==> src/hw/rtl/ssc_pkg.sv <==
// ----------------------------------------------------------------------------
// ssc_pkg
// Fixed-point widths, register indexes and the arctangent table of the
// spherize source coordinate pipeline.
// ----------------------------------------------------------------------------
package ssc_pkg;

  // register indexes of the configuration channel
  localparam logic [1:0] REG_CENTER_X = 2'd0;
  localparam logic [1:0] REG_CENTER_Y = 2'd1;
  localparam logic [1:0] REG_RADIUS   = 2'd2;

  // q1.16 ratio and root width (holds 1.0)
  localparam int RT_W = 17;
  localparam logic [RT_W-1:0] Q_ONE = 17'h10000;

  // square root cells: 34-bit radicand, two bits per cell
  localparam int SQ_N_W  = 34;
  localparam int SQ_R_W  = 20;
  localparam int SQ_STEPS = 17;
  localparam logic [SQ_N_W-1:0] SQ_ONE = 34'h1_0000_0000;

  // ratio division: 33 quotient bits, one per cell
  localparam int DIV1_Q_W = 33;
  localparam int DIV1_L_W = 33;

  // offset division remainder width (divisor 2r is 18 bits)
  localparam int OFS_R_W = RT_W + 2;

  // cordic datapath width
  localparam int CX_W = 20;

  // atan(2^-i) / (pi/2) in q1.16
  function automatic logic signed [CX_W-1:0] angle_q16(int idx);
    logic signed [CX_W-1:0] v;
    case (idx)
      0:  v = CX_W'(32768);
      1:  v = CX_W'(19344);
      2:  v = CX_W'(10221);
      3:  v = CX_W'(5188);
      4:  v = CX_W'(2604);
      5:  v = CX_W'(1303);
      6:  v = CX_W'(652);
      7:  v = CX_W'(326);
      8:  v = CX_W'(163);
      9:  v = CX_W'(81);
      10: v = CX_W'(41);
      11: v = CX_W'(20);
      12: v = CX_W'(10);
      13: v = CX_W'(5);
      14: v = CX_W'(3);
      15: v = CX_W'(1);
      16: v = CX_W'(1);
      default: v = '0;
    endcase
    return v;
  endfunction

endpackage

==> src/hw/rtl/ssc_sqrt_cell.sv <==
// ----------------------------------------------------------------------------
// ssc_sqrt_cell
// One digit-by-digit square root step: brings in two radicand bits and
// settles one root bit.
// ----------------------------------------------------------------------------
module ssc_sqrt_cell import ssc_pkg::*; #(
  parameter int SW = 1
) (
  input  logic              clk,
  input  logic              rst,
  input  logic              en,
  input  logic              vld_up,
  input  logic [SQ_N_W-1:0] n_up,
  input  logic [SQ_R_W-1:0] rm_up,
  input  logic [RT_W-1:0]   root_up,
  input  logic [SW-1:0]     side_up,
  output logic              vld,
  output logic [SQ_N_W-1:0] n,
  output logic [SQ_R_W-1:0] rm,
  output logic [RT_W-1:0]   root,
  output logic [SW-1:0]     side
);

  logic [SQ_R_W-1:0] trial;
  logic [SQ_R_W-1:0] tst;
  logic              ge;

  // remainder stays below 2*root + 1, so its low bits carry everything
  assign trial = {rm_up[SQ_R_W-3:0], n_up[SQ_N_W-1 -: 2]};
  assign tst   = SQ_R_W'({root_up, 2'b01});
  assign ge    = trial >= tst;

  always_ff @(posedge clk) begin
    if (rst) begin
      vld <= 1'b0;
    end else if (en) begin
      vld <= vld_up;
    end
  end

  always_ff @(posedge clk) begin
    if (en) begin
      rm   <= ge ? trial - tst : trial;
      root <= {root_up[RT_W-2:0], ge};
      n    <= {n_up[SQ_N_W-3:0], 2'b00};
      side <= side_up;
    end
  end

endmodule

==> config.mk <==
export PLATFORM = sky130hd
export DESIGN_NAME = ssc_sqrt_cell
export DESIGN_NICKNAME = d
export VERILOG_FILES = /design/src/hw/rtl/ssc_pkg.sv /design/src/hw/rtl/ssc_sqrt_cell.sv
export SDC_FILE = /design/constraint.sdc
export NUM_CORES = 1
export LEC_CHECK = 0
export ABC_CLOCK_PERIOD_IN_PS = 2850
export BUFFER_PORTS_ARGS = -buffer_cell sky130_fd_sc_hd__buf_2
export CAP_MARGIN = 20
export CORE_MARGIN = 2
export CORE_UTILIZATION = 50
export CTS_BUF_LIST = sky130_fd_sc_hd__clkbuf_2 sky130_fd_sc_hd__clkbuf_4 sky130_fd_sc_hd__clkbuf_8
export CTS_CLUSTER_DIAMETER = 80
export DETAILED_ROUTE_END_ITERATION = 10
export HOLD_SLACK_MARGIN = 0.06
export PLACE_DENSITY = 0.83
export SETUP_SLACK_MARGIN = 0.02
export SYNTH_ARGS = -nofsm -noshare
export SYNTH_HDL_FRONTEND = slang
export SYNTH_SLANG_ARGS = --single-unit
==> constraint.sdc <==
create_clock -name clk -period 2.85 [get_ports clk]
set_clock_uncertainty 0.2 [all_clocks]
set_input_delay 0 -clock clk [delete_from_list [all_inputs] [get_ports clk]]
set_output_delay 0 -clock clk [all_outputs]
set_load 0.01 [all_outputs]
== After elaboration in Yosys (flattened, before gate mapping) ==
Cells that the tools add are included.
Word-level totals
  register bits: 71
  input port bits: 76
  logic and storage cells: 8
Cells by class
  add/sub/neg operators: 1
  order comparisons: 1
  multiplexer cells: 1
Operators by type and width (count)
  20-bit by 19-bit greater-or-equal comparator with 1-bit output: 1
  20-bit two-way mux: 1
  20-bit by 19-bit subtractor with 20-bit output: 1

== Longest topological paths before layout ==
  word-level depth: 2
  mapped depth: 11

== Least setup slack after synthesis ==
OpenSTA, ideal clock, no wires.
  path type: input-to-reg
  start: in root_up[10]
  end: reg rm[10] (data pin)
  setup time: 0.260 ns
  arrival: 1.979 ns
  data required time: 2.390 ns
  path slack: 0.411 ns
  stages on the path: 10
  cells stage by stage: inv_1 -> ha_1 -> clkbuf_2 -> and4_1 -> nand4_1 -> o31a_1 -> a21o_1 -> a31oi_4 -> buf_12 -> mux2_4
On the way
  cells in the longest elaborated chain, start to end: 2
Ends and longest elaborated chain
  from (decl): line ssc_sqrt_cell.sv:15  | input logic [RT_W-1:0] root_up,
  20-bit by 19-bit greater-or-equal comparator with 1-bit output: line ssc_sqrt_cell.sv:31  | assign ge = trial >= tst;
  20-bit two-way mux: line ssc_sqrt_cell.sv:43  | rm <= ge ? trial - tst : trial;
  to (signal assigned): line ssc_sqrt_cell.sv:43
  to (decl): line ssc_sqrt_cell.sv:19  | output logic [SQ_R_W-1:0] rm,
Every way passes these cells.
A chain may end at the register's enable or synchronous reset.

== Final worst setup path ==
  start: in root_up[8]
  end: reg rm[17] (data pin)
On the way
  cells in the longest elaborated chain, start to end: 2
Ends and longest elaborated chain (line)
  20-bit by 19-bit subtractor with 20-bit output / 20-bit by 19-bit greater-or-equal comparator with 1-bit output (equally long branches): ssc_sqrt_cell.sv:43, ssc_sqrt_cell.sv:31
  20-bit two-way mux *: ssc_sqrt_cell.sv:43
Mark *: on every way between the ends. The rest lies on a longest branch, timed or not.

==> reports/results.txt <==
The die covers 7790 sq um. Final worst slack: -28.5 ps. STA puts the critical path data required time at 2770 ps. The worst reg-to-reg setup slack was 1470 ps. The number of search-and-repair iterations in the first detailed-routing pass was 6. Internal power comes to 2.18 mW. Cell repeated most along the worst path: sky130_fd_sc_hd__a21oi_1. Routed signal wires occupy layers up through met4. For the worst setup path, the data arrival time is 2800 ps. Type of the worst min-delay path: input port to register.

Detailed routing inserted a total of 3554 vias. The synthesized design spends more area on one cell type than any other, namely sky130_fd_sc_hd__edfxtp_1. The initial antenna violation count is 0. The cell area power density works out to 579 nW/um^2. For the DRC violations left, the log shows 0.

The tools report the pin count of the biggest net entering global routing as 46. The critical path goes through dlygate4sd3_1, buf_2, inv_1, ha_4, buf_4, a21oi_1, nor2_1, a211oi_1, a21oi_1, nor3b_1, xnor2_1, mux2_4. The floorplan has 30 rows. The part of the total power dissipated in sequential elements was 0.421; the clock power share was 0.314. In this run the power spent charging and discharging nets is 0.963 mW.

Summing every instance area after synthesis gives 3550 sq um. The final period utilization was 1.01. Most used flip-flop cell after synthesis: sky130_fd_sc_hd__edfxtp_1. The tools report the clock insertion delay at the later pin of the skew report as 360 ps. For this block, the initial DRC count from the detailed router was 495. The total area of multi-input combinational cells is 1300 sq um. For the utilization after layout, the log shows 0.795. Fraction of synthesis flops using an asynchronous set or reset pin: 0. The cell with the largest stage delay on the worst path is sky130_fd_sc_hd__dlygate4sd3_1.

Relative to the synthesized area, the layout overhead comes to 52.9%. Ranked by total cell area, the synthesized netlist is headed by sky130_fd_sc_hd__edfxtp_1 59%, sky130_fd_sc_hd__ha_1 6.7%, sky130_fd_sc_hd__mux2_4 5.5%. TritonCTS created 9 clock buffers. Total power for the finished layout comes to 3.15 mW.

After routing the design area is 5430 sq um. For this design, the sink count on the clock tree is 71. The run gives 0.598 as the post-synthesis sequential area ratio. Global routing finished with a remaining overflow of 0. In this run the clock root is driven by a sky130_fd_sc_hd__clkbuf_8. The top-level port count is 149, and the ratio of cells with drive above 1 in the final layout is 0.398. The number of cells on the worst reg-to-reg path was 3; the area taken by flip-flops and latches was 2120 sq um. The share of total power consumed by net switching works out to 0.306.

The final reports fail on negative setup slack. The filler cell count in the final layout is 376, and the number of enable flip-flop cells after synthesis is 70. Setup violations remaining at the end of the flow were counted as 2.

Across the VDD grid, the largest voltage drop is 0.297 mV. The mean post-synth cell area was 13.5 sq um. Type of the worst setup path: input port to register. The post-detailed-route via-to-cell ratio was 5.96; the overall routing resource usage was 0.335. The logs give 3 for the H-tree depth and 0.265 for the combinational fraction of design power.

For the number of global-route vias before repair, the log shows 3399. The top cell types in the final layout, fill and taps aside, are 144 x sky130_fd_sc_hd__buf_2, 72 x sky130_fd_sc_hd__dlygate4sd3_1, 70 x sky130_fd_sc_hd__edfxtp_1, 25 x sky130_fd_sc_hd__inv_1, 18 x sky130_fd_sc_hd__ha_1. Yosys mapped the design onto 41 distinct sky130hd cell types. For the global-route wire length before repair, the log shows 18800 microns. The highest net fanout along the worst path works out to 6. STA classifies the critical path endpoint as a register. The remaining max-slew budget at the tightest pin was 0.524. Across the run, the number of max-cap violations was 0. In the detailed route, the total length drawn on met2 is 6540 microns. For the count of final hold-check violations, the log shows 0.

The floorplan step set the die width to 88.3 microns. The slew at the pin closest to its max-slew limit works out to 713 ps. The count of nets left with antenna violations once routing finished came out at 0. The flow ran to the end, but the final reports show violations. TritonCTS built the clock tree. For this run, the top clock speed supported by timing is 0.347 GHz.

The maximum single-stage delay on the critical path works out to 540 ps. Share of the synthesized area in the top cell type: 0.592. The tools report the final max-slew violation count as 0.

Yosys printed 0 warnings. Summed over all cells, the static leakage comes to 2.40 nW. The final layout contains 590 nets. In this run the deepest clock path goes through 2 buffers. The cell area reported after detailed placement was 4390 sq um; the mean routed wirelength per cell was 23.6 microns. At the end of routability-driven placement, the weighted congestion stood at 0.882.

Buffers placed on the I/O ports in this run total 144. The routed design uses 1810 microns of met3 wire. The run gives 6830 sq um as the placeable core area. The worst setup path is launched from an input port. 0 antenna diodes ended up in the layout. Initial cell density of the core: 0.520.

The number of stages on the worst hold path was 5; the height of the chip was 88.3 microns. The detailed router put a total of 4590 microns of wire on met1. Summed over all nets, the half-perimeter wirelength after detailed placement is 6080 microns. Clock-pin slew was measured on the worst setup and hold paths at 90 ps. The gate count after technology mapping is 263. The library cell used most frequently in the layout, excluding fill and tap cells, is sky130_fd_sc_hd__buf_2.

In this run, synthesis produced a sequential element count of 71. After layout, the minimum clock period comes to 2880 ps. Summed over all layers, the routed wires come to 14100 microns.
-- synthesized netlist by cell type (2+ instances only) --
master                     instances
sky130_fd_sc_hd__xor2_1            5
sky130_fd_sc_hd__a31oi_1           2
sky130_fd_sc_hd__edfxtp_1         70
sky130_fd_sc_hd__o211ai_1          6
sky130_fd_sc_hd__buf_12            2
sky130_fd_sc_hd__nand4_1           6
sky130_fd_sc_hd__a211oi_1          6
sky130_fd_sc_hd__o22ai_2           2
sky130_fd_sc_hd__a21oi_1          16
sky130_fd_sc_hd__mux2_4           13
sky130_fd_sc_hd__ha_1             19
sky130_fd_sc_hd__nand3_1           4
sky130_fd_sc_hd__xnor2_1          11
sky130_fd_sc_hd__buf_6             2
sky130_fd_sc_hd__inv_1            25
sky130_fd_sc_hd__nand2_1          14
sky130_fd_sc_hd__buf_4             2
sky130_fd_sc_hd__a21o_1            2
sky130_fd_sc_hd__nor2b_1           2
sky130_fd_sc_hd__nor2_1           14
sky130_fd_sc_hd__o21ai_0          13
sky130_fd_sc_hd__mux2_2            2
sky130_fd_sc_hd__nor3_1            4
sky130_fd_sc_hd__o21a_1            4
-- kinds of logic after synthesis --
group | share of synthesized area
fa+ha+maj | 0.0669
mux | 0.0641
flops | 0.598
buf+inv | 0.0507
xor+xnor | 0.0440
simple gates | 0.0631
compound gates | 0.112
other cells | 0.00106
-- final timing paths --
| kind | end | start |
|---|---|---|
| setup / recovery | rm[17] | root_up[8] |
| hold / removal | rm[18] | root_up[16] |
| setup reg to reg | vld | vld |
| hold reg to reg | vld | vld |
-- repair_timing --
item / in CTS / in global routing
gates resized for setup: 0 / 8
hold buffers: 72 / 0
setup endpoints to repair: 0 / 17
setup buffers: 0 / 4
endpoints found under the hold margin: 95 / 0
-- metrics by stage --
stage	hold slack [ps]	worst slack (ps)	std cells	TNS, ps
6_report	114	-28.5	596	-33.4
5_1_grt	139	-144	596	-216
4_1_cts	106	36.1	591	0
3_5_place_dp	-27.4	168	503	0
3_3_place_gp	-41.5	209	503	0
2_1_floorplan	-128	411	264	0
-- power by group through the flow --
stage               logic [mW]  registers [mW]  clock network [mW]
floorplan                0.340            1.39                   0
global placement         0.613            1.32                   0
detailed placement       0.635            1.33                   0
CTS                      0.719            1.30               0.935
global route             0.868            1.33                1.01
finish                   0.834            1.32               0.988
-- per-layer routing --
metal  vias to the layer above  track usage
li1                       1436            -
met1                      1604        0.373
met2                       387        0.563
met3                       127        0.102
met4                         0        0.202
met5                         -            0
-- critical path, delay by kind of cell --
kind	cells	cell delay, ps
buffers and inverters	4	920
AO/OA/AOI/OAI	3	790
AND/OR/NAND/NOR	2	470
multiplexers	1	260
adder cells (fa/ha/maj)	1	220
XOR/XNOR	1	120
-- flip-flops by register name, summed over array words and instances (netlist names) --
register / count
n: 32
rm: 20
root: 17
side: 1
vld: 1
-- final cells by class --
type,count,area share
inverters,25,0.0173
well taps,96,0.0221
repair buffers,228,0.290
flip-flops and latches,71,0.391
multi-input cells,160,0.239
clock inverters,6,0.0171
clock buffers,10,0.0242
Power figures use the tool's default switching activity.
