--- config.mk ---
export PLATFORM = sky130hd
export DESIGN_NAME = ssc_div_cell
export DESIGN_NICKNAME = d
export VERILOG_FILES = /design/src/hw/rtl/ssc_div_cell.sv
export SDC_FILE = /design/constraint.sdc
export NUM_CORES = 1
export LEC_CHECK = 0
export BUFFER_PORTS_ARGS = -buffer_cell sky130_fd_sc_hd__buf_4
export CORE_ASPECT_RATIO = 1.75
export CORE_MARGIN = 2
export CORE_UTILIZATION = 25
export CTS_CLUSTER_SIZE = 8
export DETAILED_ROUTE_END_ITERATION = 10
export SLEW_MARGIN = 20
export SYNTH_ARGS = -nofsm -noshare
export SYNTH_HDL_FRONTEND = slang
export SYNTH_SLANG_ARGS = --single-unit
--- constraint.sdc ---
create_clock -name clk -period 3.2 [get_ports clk]
set_clock_uncertainty 0.2 [all_clocks]
set_input_delay 0.64 -clock clk [delete_from_list [all_inputs] [get_ports clk]]
set_output_delay 0.64 -clock clk [all_outputs]
set_load 0.05 [all_outputs]
--- src/hw/rtl/ssc_div_cell.sv ---
// ----------------------------------------------------------------------------
// ssc_div_cell
// One restoring division step: shifts in one dividend bit, subtracts the
// divisor when it fits and appends one quotient bit.
// ----------------------------------------------------------------------------
module ssc_div_cell #(
  parameter int RW = 25,
  parameter int LW = 33,
  parameter int QW = 33,
  parameter int SW = 1
) (
  input  logic          clk,
  input  logic          rst,
  input  logic          en,
  input  logic          vld_up,
  input  logic [RW-1:0] rem_up,
  input  logic [LW-1:0] low_up,
  input  logic [RW-2:0] den_up,
  input  logic [QW-1:0] quo_up,
  input  logic [SW-1:0] side_up,
  output logic          vld,
  output logic [RW-1:0] rem,
  output logic [LW-1:0] low,
  output logic [RW-2:0] den,
  output logic [QW-1:0] quo,
  output logic [SW-1:0] side
);

  logic [RW-1:0] trial;
  logic [RW-1:0] diff;
  logic          ge;

  assign trial = {rem_up[RW-2:0], low_up[LW-1]};
  assign diff  = trial - {1'b0, den_up};
  assign ge    = trial >= {1'b0, den_up};

  always_ff @(posedge clk) begin
    if (rst) begin
      vld <= 1'b0;
    end else if (en) begin
      vld <= vld_up;
    end
  end

  always_ff @(posedge clk) begin
    if (en) begin
      rem  <= ge ? diff : trial;
      low  <= {low_up[LW-2:0], 1'b0};
      den  <= den_up;
      quo  <= {quo_up[QW-2:0], ge};
      side <= side_up;
    end
  end

endmodule

After elaboration in Yosys (flattened, before gate mapping)
Cells that the tools add are included.
{ "word_totals": {"ff_bits": 116, "latchBits": 0, "ramBits": 0, "romBits": 0, "input_bits": 120, "output_inout_bits": 117, "memories": 0} }
{ "op_classes": {"addsub": 1, "multipliers": 0, "div_mod_pow": 0, "magnitude_cmp": 1, "n_eq_ne": 0, "shift": 0, "mux": 1, "bitwise_logic": 0, "reduce_logical": 0} }
{ "op_table": {"columns": ["cell", "n"], "rows": [
  [">= comparator 25 x 24 -> 1 bit", 1],
  ["2-to-1 mux 25 bit", 1],
  ["subtractor 25 x 24 -> 25 bit", 1]
]} }

Longest topological paths before layout
Gate-level depths: netlist of run 1.
{ "logic_depth": {"word_depth": 2, "ltp_mapped": 11} }

Worst setup path before layout of run 1
Ideal clock, no wire load.
{ "synth_timing": {"path_kind": "input-to-reg", "startpoint": "input port den_up[20]", "endpoint": "register rem[12] (data pin)", "setup_time_ps": 260, "arrival_time_ps": 2403, "required_time_ps": 2740, "path_slack_ps": 337, "stages": 9, "path_buffers": 2, "cell_sequence": "inv_1 > ha_1 > clkbuf_1 > nand2_1 > o311ai_1 > nor2_1 > a21oi_4 > buf_6 > mux2_4"} }
{ "synth_between": {"elab_chain_cells": 2} }
{ "synth_rtl": {"columns": ["element", "line_no", "source"], "rows": [
  ["start: declaration", "18", "input logic [RW-2:0] den_up,"],
  [">= comparator 25 x 24 -> 1 bit", "35", "assign ge = trial >= {1'b0, den_up};"],
  ["2-to-1 mux 25 bit", "47", "rem <= ge ? diff : trial;"],
  ["end signal: assignment", "47", null],
  ["end: declaration", "22", "output logic [RW-1:0] rem,"]
]} }
Every way passes these cells.
A chain may end at the register's enable or synchronous reset.

Final worst setup path of run 1
{ "layout_timing": {"startpoint": "input port low_up[32]", "endpoint": "register rem[24] (data pin)"} }
{ "layout_between": {"elab_chain_cells": 2, "word_cells_on_any_way": 3, "classes_between": "add/sub: 1; order compare: 1; mux: 1"} }
{ "layout_rtl": {"columns": ["element", "line_no", "source"], "rows": [
  ["start: declaration", "17", "input logic [LW-1:0] low_up,"],
  ["subtractor 25 x 24 -> 25 bit / >= comparator 25 x 24 -> 1 bit (equally long branches)", "34, 35", null],
  ["2-to-1 mux 25 bit (*)", "47", null]
]} }
Mark *: on every way between the ends. The rest lies on a longest branch, timed or not.

==> results.toml, run 1 <==
[outcome]
run_status = "completed"

[synth]
synthCells = 399
postSynthAreaPerCell_um2 = 13.4
syn_area_um2 = 5330
top_cell_type_by_total_area_after_synthesis = "sky130_fd_sc_hd__edfxtp_1"
synth_flop_cell = "sky130_fd_sc_hd__edfxtp_1"
synth-edff-count = 115
post-synth-top-area-fraction_pct = 64.8
postSynthNetCount = 544
seq_area_frac_synth_pct = 65.1
synth.top_cells.by_area = "sky130_fd_sc_hd__edfxtp_1, sky130_fd_sc_hd__ha_1, sky130_fd_sc_hd__a21oi_1, sky130_fd_sc_hd__nor2_1, sky130_fd_sc_hd__inv_1"
yosys_register_bits = 116
synth.yosys.warnings = 0
ys_types = 60
proportion_of_synthesized_flip_flops_having_asynchronous_set_or_reset_pct = 0

[timing]
achievable-frequency_mhz = 352
setup_violation_total_in_the_final_timing_report = 0
slew-limit-headroom_pct = 51.6
finalWorstPathRequiredPeriod_ps = 2840
finalHoldViolCount = 0
final.period_utilization_pct = 88.9
timing_max_transition_violations_final = 0
rsz0062_at_grt = "no"
transition_time_at_the_pin_with_the_least_slew_margin_ps = 726

[worst_setup_path]
ff2ff_path_depth = 2
launching_point_of_the_worst_reg2reg_path = "vld"
cp.arrival_ps = 2800
critPathLaunchType = "input port"
critPathKind = "input port to flop"
cp_max_fo = 3
worst_setup_path_end_kind = "flop"
regToRegSetupSlack_ps = 2430
regToRegEndpoint = "vld"
setup.worst_path.start = "low_up[32]"
required_ps = 3160

[clock_tree]
cts_setup_buffers = 0
root_buffer = "sky130_fd_sc_hd__clkbuf_16"
clock_sink_count = 116
source_to_sink_clock_delay_at_the_later_pin_of_the_worst_skew_pair_ps = 410
cts_resized = 0
tritoncts = "done"
ctsLongestPathBuffers = 2
cts_buffer_count = 17
worst_path_clk_slew_ps = 50
clock_tree.htree_level_count = 4
hold_buffers = 0

[grt]
first_global_vias = 4377
grt_max_degree = 117
groute.usage.overall_pct = 13.7
grt_pass1_wl_um = 22800
grt_antenna_before_repair = 0
grt_remaining_overflow = 0

[floorplan]
chipWidth_um = 114
floorplan.die.height_um = 197
die_area_um2 = 22600
ios = 237
fp-row-count = 70
start_util_pct = 25.5
core_um2 = 20900

[routing]
first_iter_violations = 220
drt.antenna.violating_nets = 0
routed_wire_per_std_cell_um = 16.4
via_per_inst = 4.48
routed_wirelength_um = 15300
detailed_router_iteration_count_before_antenna_repair = 4
route.vias.total = 4184
drcViolationCount = 0

[final_layout]
fillers = 2054
fin_nets = 814
area_growth_pct = 52.3
antenna_cells_inserted = 0
fraction_of_final_layout_cells_sized_beyond_drive_strength_1_pct = 45.6
finish.utilization_pct = 38.8

[place]
dp_hpwl_um = 12200
numPortBuffers = 233
place.gp.congestion = 0.844

[power]
power.switching_fraction_pct = 31.2
worst_ir_drop_vdd_mv = 0.282
p_per_area_nw_per_um2 = 624
pwr-share-clk_pct = 35.3
share_comb_of_total_power_pct = 27.5
power.internal_uw = 3490
power_frac_seq_pct = 37.3
report.power.total_uw = 5070
static-leakage-power_uw = 0.00356
power.net_switching_uw = 1580

[min_path]
hp-class = "input port to flop"
worstHoldPathCells = 2
worstHoldEndpoint = "vld"
hold_path_start = "rst"

[flow_run]
drv_cap = 0
worst max-delay path by stage:
stage                         end
final                     rem[24]
after global routing      rem[24]
after floorplan           rem[12]
after detailed placement  rem[24]
after CTS                 rem[24]
after global placement    rem[18]
power groups by stage:
stage / Combinational (µW) / Clock [µW] / Sequential (µW)
after floorplan: 350 / 0 / 2440
after global placement: 1400 / 0 / 1920
after detailed placement: 1400 / 0 / 1920
after CTS: 1410 / 1850 / 1890
after global routing: 1480 / 1910 / 1900
final: 1390 / 1790 / 1890
kinds of logic after synthesis:
logic type,synth area share [%]
compound gates,12.3
xor+xnor,2.96
fa+ha+maj,6.01
buf+inv,3.75
flops,65.1
mux,2.30
other cells,0.0703
simple gates,7.49
through the flow:
stage / setup TNS, ps / setup slack, ps / std cells / area, µm² / hold slack, ps
final: 0 / 355 / 934 / 8120 / 178
after global routing: 0 / 245 / 934 / 8120 / 149
after CTS: 0 / 376 / 934 / 8120 / 148
after detailed placement: -176 / -69.8 / 902 / 7570 / 289
after global placement: -152 / -69.6 / 902 / 7570 / 278
after floorplan: 0 / 337 / 399 / 5330 / 512
metal layers:
layer | routed length, µm | vias up | track usage, %
li1 | - | 2030 | -
met1 | 4870 | 1935 | 11.6
met4 | 578 | 0 | 6.91
met3 | 1290 | 32 | 5.25
met2 | 8580 | 187 | 26.5
met5 | 0 | - | 0
flip-flops by register name, indices dropped and copies added, names as in the netlist:
| name | flops |
|---|---|
| quo | 33 |
| den | 24 |
| rem | 25 |
| side | 1 |
| vld | 1 |
| low | 32 |
worst max-delay path: stages:
cell,delay (ps)
sky130_fd_sc_hd__buf_4,80
sky130_fd_sc_hd__inv_1,30
sky130_fd_sc_hd__ha_1,210
sky130_fd_sc_hd__fa_1,400
sky130_fd_sc_hd__nor2b_1,190
sky130_fd_sc_hd__o21bai_1,130
sky130_fd_sc_hd__a31oi_1,350
sky130_fd_sc_hd__a21oi_1,190
sky130_fd_sc_hd__o21ai_0,360
sky130_fd_sc_hd__nand2b_1,160
sky130_fd_sc_hd__o21ai_1,50
area by class of cell:
class | instances | area [µm²] | area share (%)
Sequential cell | 116 | 3470 | 42.8
Clock buffer | 22 | 444 | 5.47
Tap cell | 252 | 315 | 3.88
Multi-Input combinational cell | 239 | 1660 | 20.4
Inverter | 31 | 116 | 1.43
Timing Repair Buffer | 264 | 2010 | 24.7
Clock inverter | 10 | 108 | 1.32
cell usage after synthesis, types with 4 or more instances:
cell type	instances
sky130_fd_sc_hd__nand3_1	6
sky130_fd_sc_hd__a21oi_1	36
sky130_fd_sc_hd__xor2_1	5
sky130_fd_sc_hd__o21ai_0	17
sky130_fd_sc_hd__a21o_1	11
sky130_fd_sc_hd__xnor2_1	13
sky130_fd_sc_hd__mux2_4	6
sky130_fd_sc_hd__inv_1	31
sky130_fd_sc_hd__nor3_1	4
sky130_fd_sc_hd__nor2_1	33
sky130_fd_sc_hd__nor2b_1	5
sky130_fd_sc_hd__buf_2	6
sky130_fd_sc_hd__ha_1	24
sky130_fd_sc_hd__nand2_1	21
sky130_fd_sc_hd__edfxtp_1	115
cells in the final DEF (no fill, tap or decap), types with 3 or more instances in the layout:
cell type and count:
sky130_fd_sc_hd__mux2_4 6, sky130_fd_sc_hd__nand2_1 21, sky130_fd_sc_hd__a31oi_1 3, sky130_fd_sc_hd__nor2_1 33, sky130_fd_sc_hd__xor2_1 5, sky130_fd_sc_hd__o21bai_1 3, sky130_fd_sc_hd__clkbuf_1 5, sky130_fd_sc_hd__xnor2_1 13
sky130_fd_sc_hd__a21o_1 11, sky130_fd_sc_hd__o21ai_0 17, sky130_fd_sc_hd__nor2b_1 5, sky130_fd_sc_hd__a21oi_1 36, sky130_fd_sc_hd__clkinv_2 6, sky130_fd_sc_hd__edfxtp_1 115, sky130_fd_sc_hd__inv_1 31, sky130_fd_sc_hd__buf_4 262
sky130_fd_sc_hd__o21a_1 3, sky130_fd_sc_hd__clkbuf_16 17, sky130_fd_sc_hd__nand4_1 3, sky130_fd_sc_hd__nor3_1 4, sky130_fd_sc_hd__ha_1 24, sky130_fd_sc_hd__nand3_1 6
(Power assumes the default switching activity.)
==> run 2, diff against run 1 <==
--- a/config.mk
+++ b/config.mk
@@ -11,6 +11,7 @@
 export CORE_UTILIZATION = 25
 export CTS_CLUSTER_SIZE = 8
 export DETAILED_ROUTE_END_ITERATION = 10
+export REMOVE_ABC_BUFFERS = 1
 export SLEW_MARGIN = 20
 export SYNTH_ARGS = -nofsm -noshare
 export SYNTH_HDL_FRONTEND = slang
==> run 2 against run 1 <==
Final area up 1.5%. Setup slack better by 30 ps. First-iteration DRC count down 18%. Register-to-register slack about the same. Count of clock-buffer cells in the layout up 2. Critical endpoint is now rem[22]. Largest cell class unchanged. Largest power group is now the clock network. Highest routed layer unchanged.
==> results.toml, run 2 (synthesized netlist as in run 1, its figures left out) <==
[power]
worst_ir_drop_vdd_mv = 0.279
p_per_area_nw_per_um2 = 645
static-leakage-power_uw = 0.00362

[timing]
achievable-frequency_mhz = 355
timing.setup.tns_ps = 0
rsz0062_at_grt = "no"
finalHoldViolCount = 0
final.period_utilization_pct = 87.9
finalWorstPathRequiredPeriod_ps = 2810
timing_max_transition_violations_final = 0
setup_violation_total_in_the_final_timing_report = 0

[min_path]
hold_path_start = "rst"
hp-class = "input port to flop"
worstHoldPathCells = 2
worstHoldEndpoint = "vld"

[clock_tree]
source_to_sink_clock_delay_at_the_later_pin_of_the_worst_skew_pair_ps = 410
cts_setup_buffers = 0
hold_buffers = 0
cts_resized = 0
ctsLongestPathBuffers = 2
clock_tree.htree_level_count = 4
tritoncts = "done"
cts_buffer_count = 17
root_buffer = "sky130_fd_sc_hd__clkbuf_16"
clock_sink_count = 116
worst_path_clk_slew_ps = 50

[worst_setup_path]
regToRegEndpoint = "vld"
slowest_delay_ps = 410
slowest_stage = "sky130_fd_sc_hd__fa_1"
cp.arrival_ps = 2780
ff2ff_path_depth = 2
cp_cell_sequence = "buf_4 > inv_1 > ha_1 > fa_1 > nor2b_1 > o21bai_1 > a31o_2 > o31ai_1 > o21ai_0 > xor2_1 > a21oi_1"
regToRegSetupSlack_ps = 2420
critical-path-top-delay-family = "compound AO/OA/AOI/OAI gates"
cp_max_fo = 4
required_ps = 3160
worst_setup_path_end_kind = "flop"
launching_point_of_the_worst_reg2reg_path = "vld"
critical_path_buf_inv_count = 2
critPathLaunchType = "input port"
critPathKind = "input port to flop"

[place]
dp_hpwl_um = 12100
place.gp.congestion = 0.846
dpl-instance-area_um2 = 7600
numPortBuffers = 233

[floorplan]
core_um2 = 20900
start_util_pct = 25.5
floorplan.die.height_um = 197
die_area_um2 = 22600
fp-row-count = 70
ios = 237
chipWidth_um = 114

[final_layout]
area_growth_pct = 54.6
largest_reg_flops = 33
layout_common_cells = "sky130_fd_sc_hd__buf_4, sky130_fd_sc_hd__edfxtp_1, sky130_fd_sc_hd__a21oi_1"
antenna_cells_inserted = 0
final_cell_area_um2 = 8240
regMostFlops = "quo"
final_common_cell = "sky130_fd_sc_hd__buf_4"
fraction_of_final_layout_cells_sized_beyond_drive_strength_1_pct = 46.0
finish.utilization_pct = 39.4
fin_nets = 815
fillers = 2048
reg.largest.list = "quo (33), low (32), rem (25)"

[grt]
grt_remaining_overflow = 0
grt_max_degree = 52
grt_pass1_wl_um = 22100
grt_antenna_before_repair = 0
first_global_vias = 4181
groute.usage.overall_pct = 13.3

[routing]
detailed_router_iteration_count_before_antenna_repair = 4
route.vias.total = 4102
routed_wirelength_um = 15100
drcViolationCount = 0
first_iter_violations = 180
via_per_inst = 4.39
routed_wire_per_std_cell_um = 16.2
drt.antenna.violating_nets = 0

[outcome]
run_status = "completed"

[flow_run]
drv_cap = 0
run 2: cell count changes in the layout (fill, tap and decap cells not counted), sizes merged:
cell | before | now
bufinv | 2 | 4
clkinv | 7 | 4
inv | 32 | 31
buf | 264 | 265
clkbuf | 22 | 24
run 2: area by class of cell:
cell class	count	area, µm²	share of cell area [%]
Clock buffer	24	492	5.97
Clock inverter	8	148	1.79
Inverter	31	116	1.41
Multi-Input combinational cell	239	1660	20.1
Sequential cell	116	3470	42.1
Tap cell	252	315	3.83
Timing Repair Buffer	265	2040	24.7
run 2: report_power, final:
group	internal [µW]	switching (µW)	leakage (µW)	total (µW)
Clock	1380	654	0.000314	2040
Combinational	503	887	0.00217	1390
Sequential	1850	39.3	0.00113	1890
run 2: worst max path at each step:
stage	from	to	slack (ps)	cells after the start
detailed placement	low_up[32]	rem[20]	-60	11
floorplan	den_up[10]	rem[3]	-80	8
CTS	low_up[32]	rem[22]	360	11
finish	low_up[32]	rem[22]	390	11
global route	low_up[32]	rem[18]	220	12
global placement	low_up[32]	rem[22]	-80	11
run 2: layer usage:
layer	vias up	GRT usage [%]	share of wire [%]
li1	2024	-	-
met1	1889	12.5	34
met2	171	25.6	57
met3	18	4.45	7.1
met4	0	5.74	2.0
met5	-	0	0
run 2: stage by stage:
step | std cells | total power [µW] | setup WS [ps] | hold slack [ps]
final | 935 | 5320 | 386 | 175
after global routing | 935 | 5540 | 219 | 153
after CTS | 935 | 5410 | 365 | 150
after detailed placement | 903 | 3330 | -62.7 | 289
after global placement | 903 | 3320 | -75.2 | 281
after floorplan | 386 | 2780 | -76.2 | 512
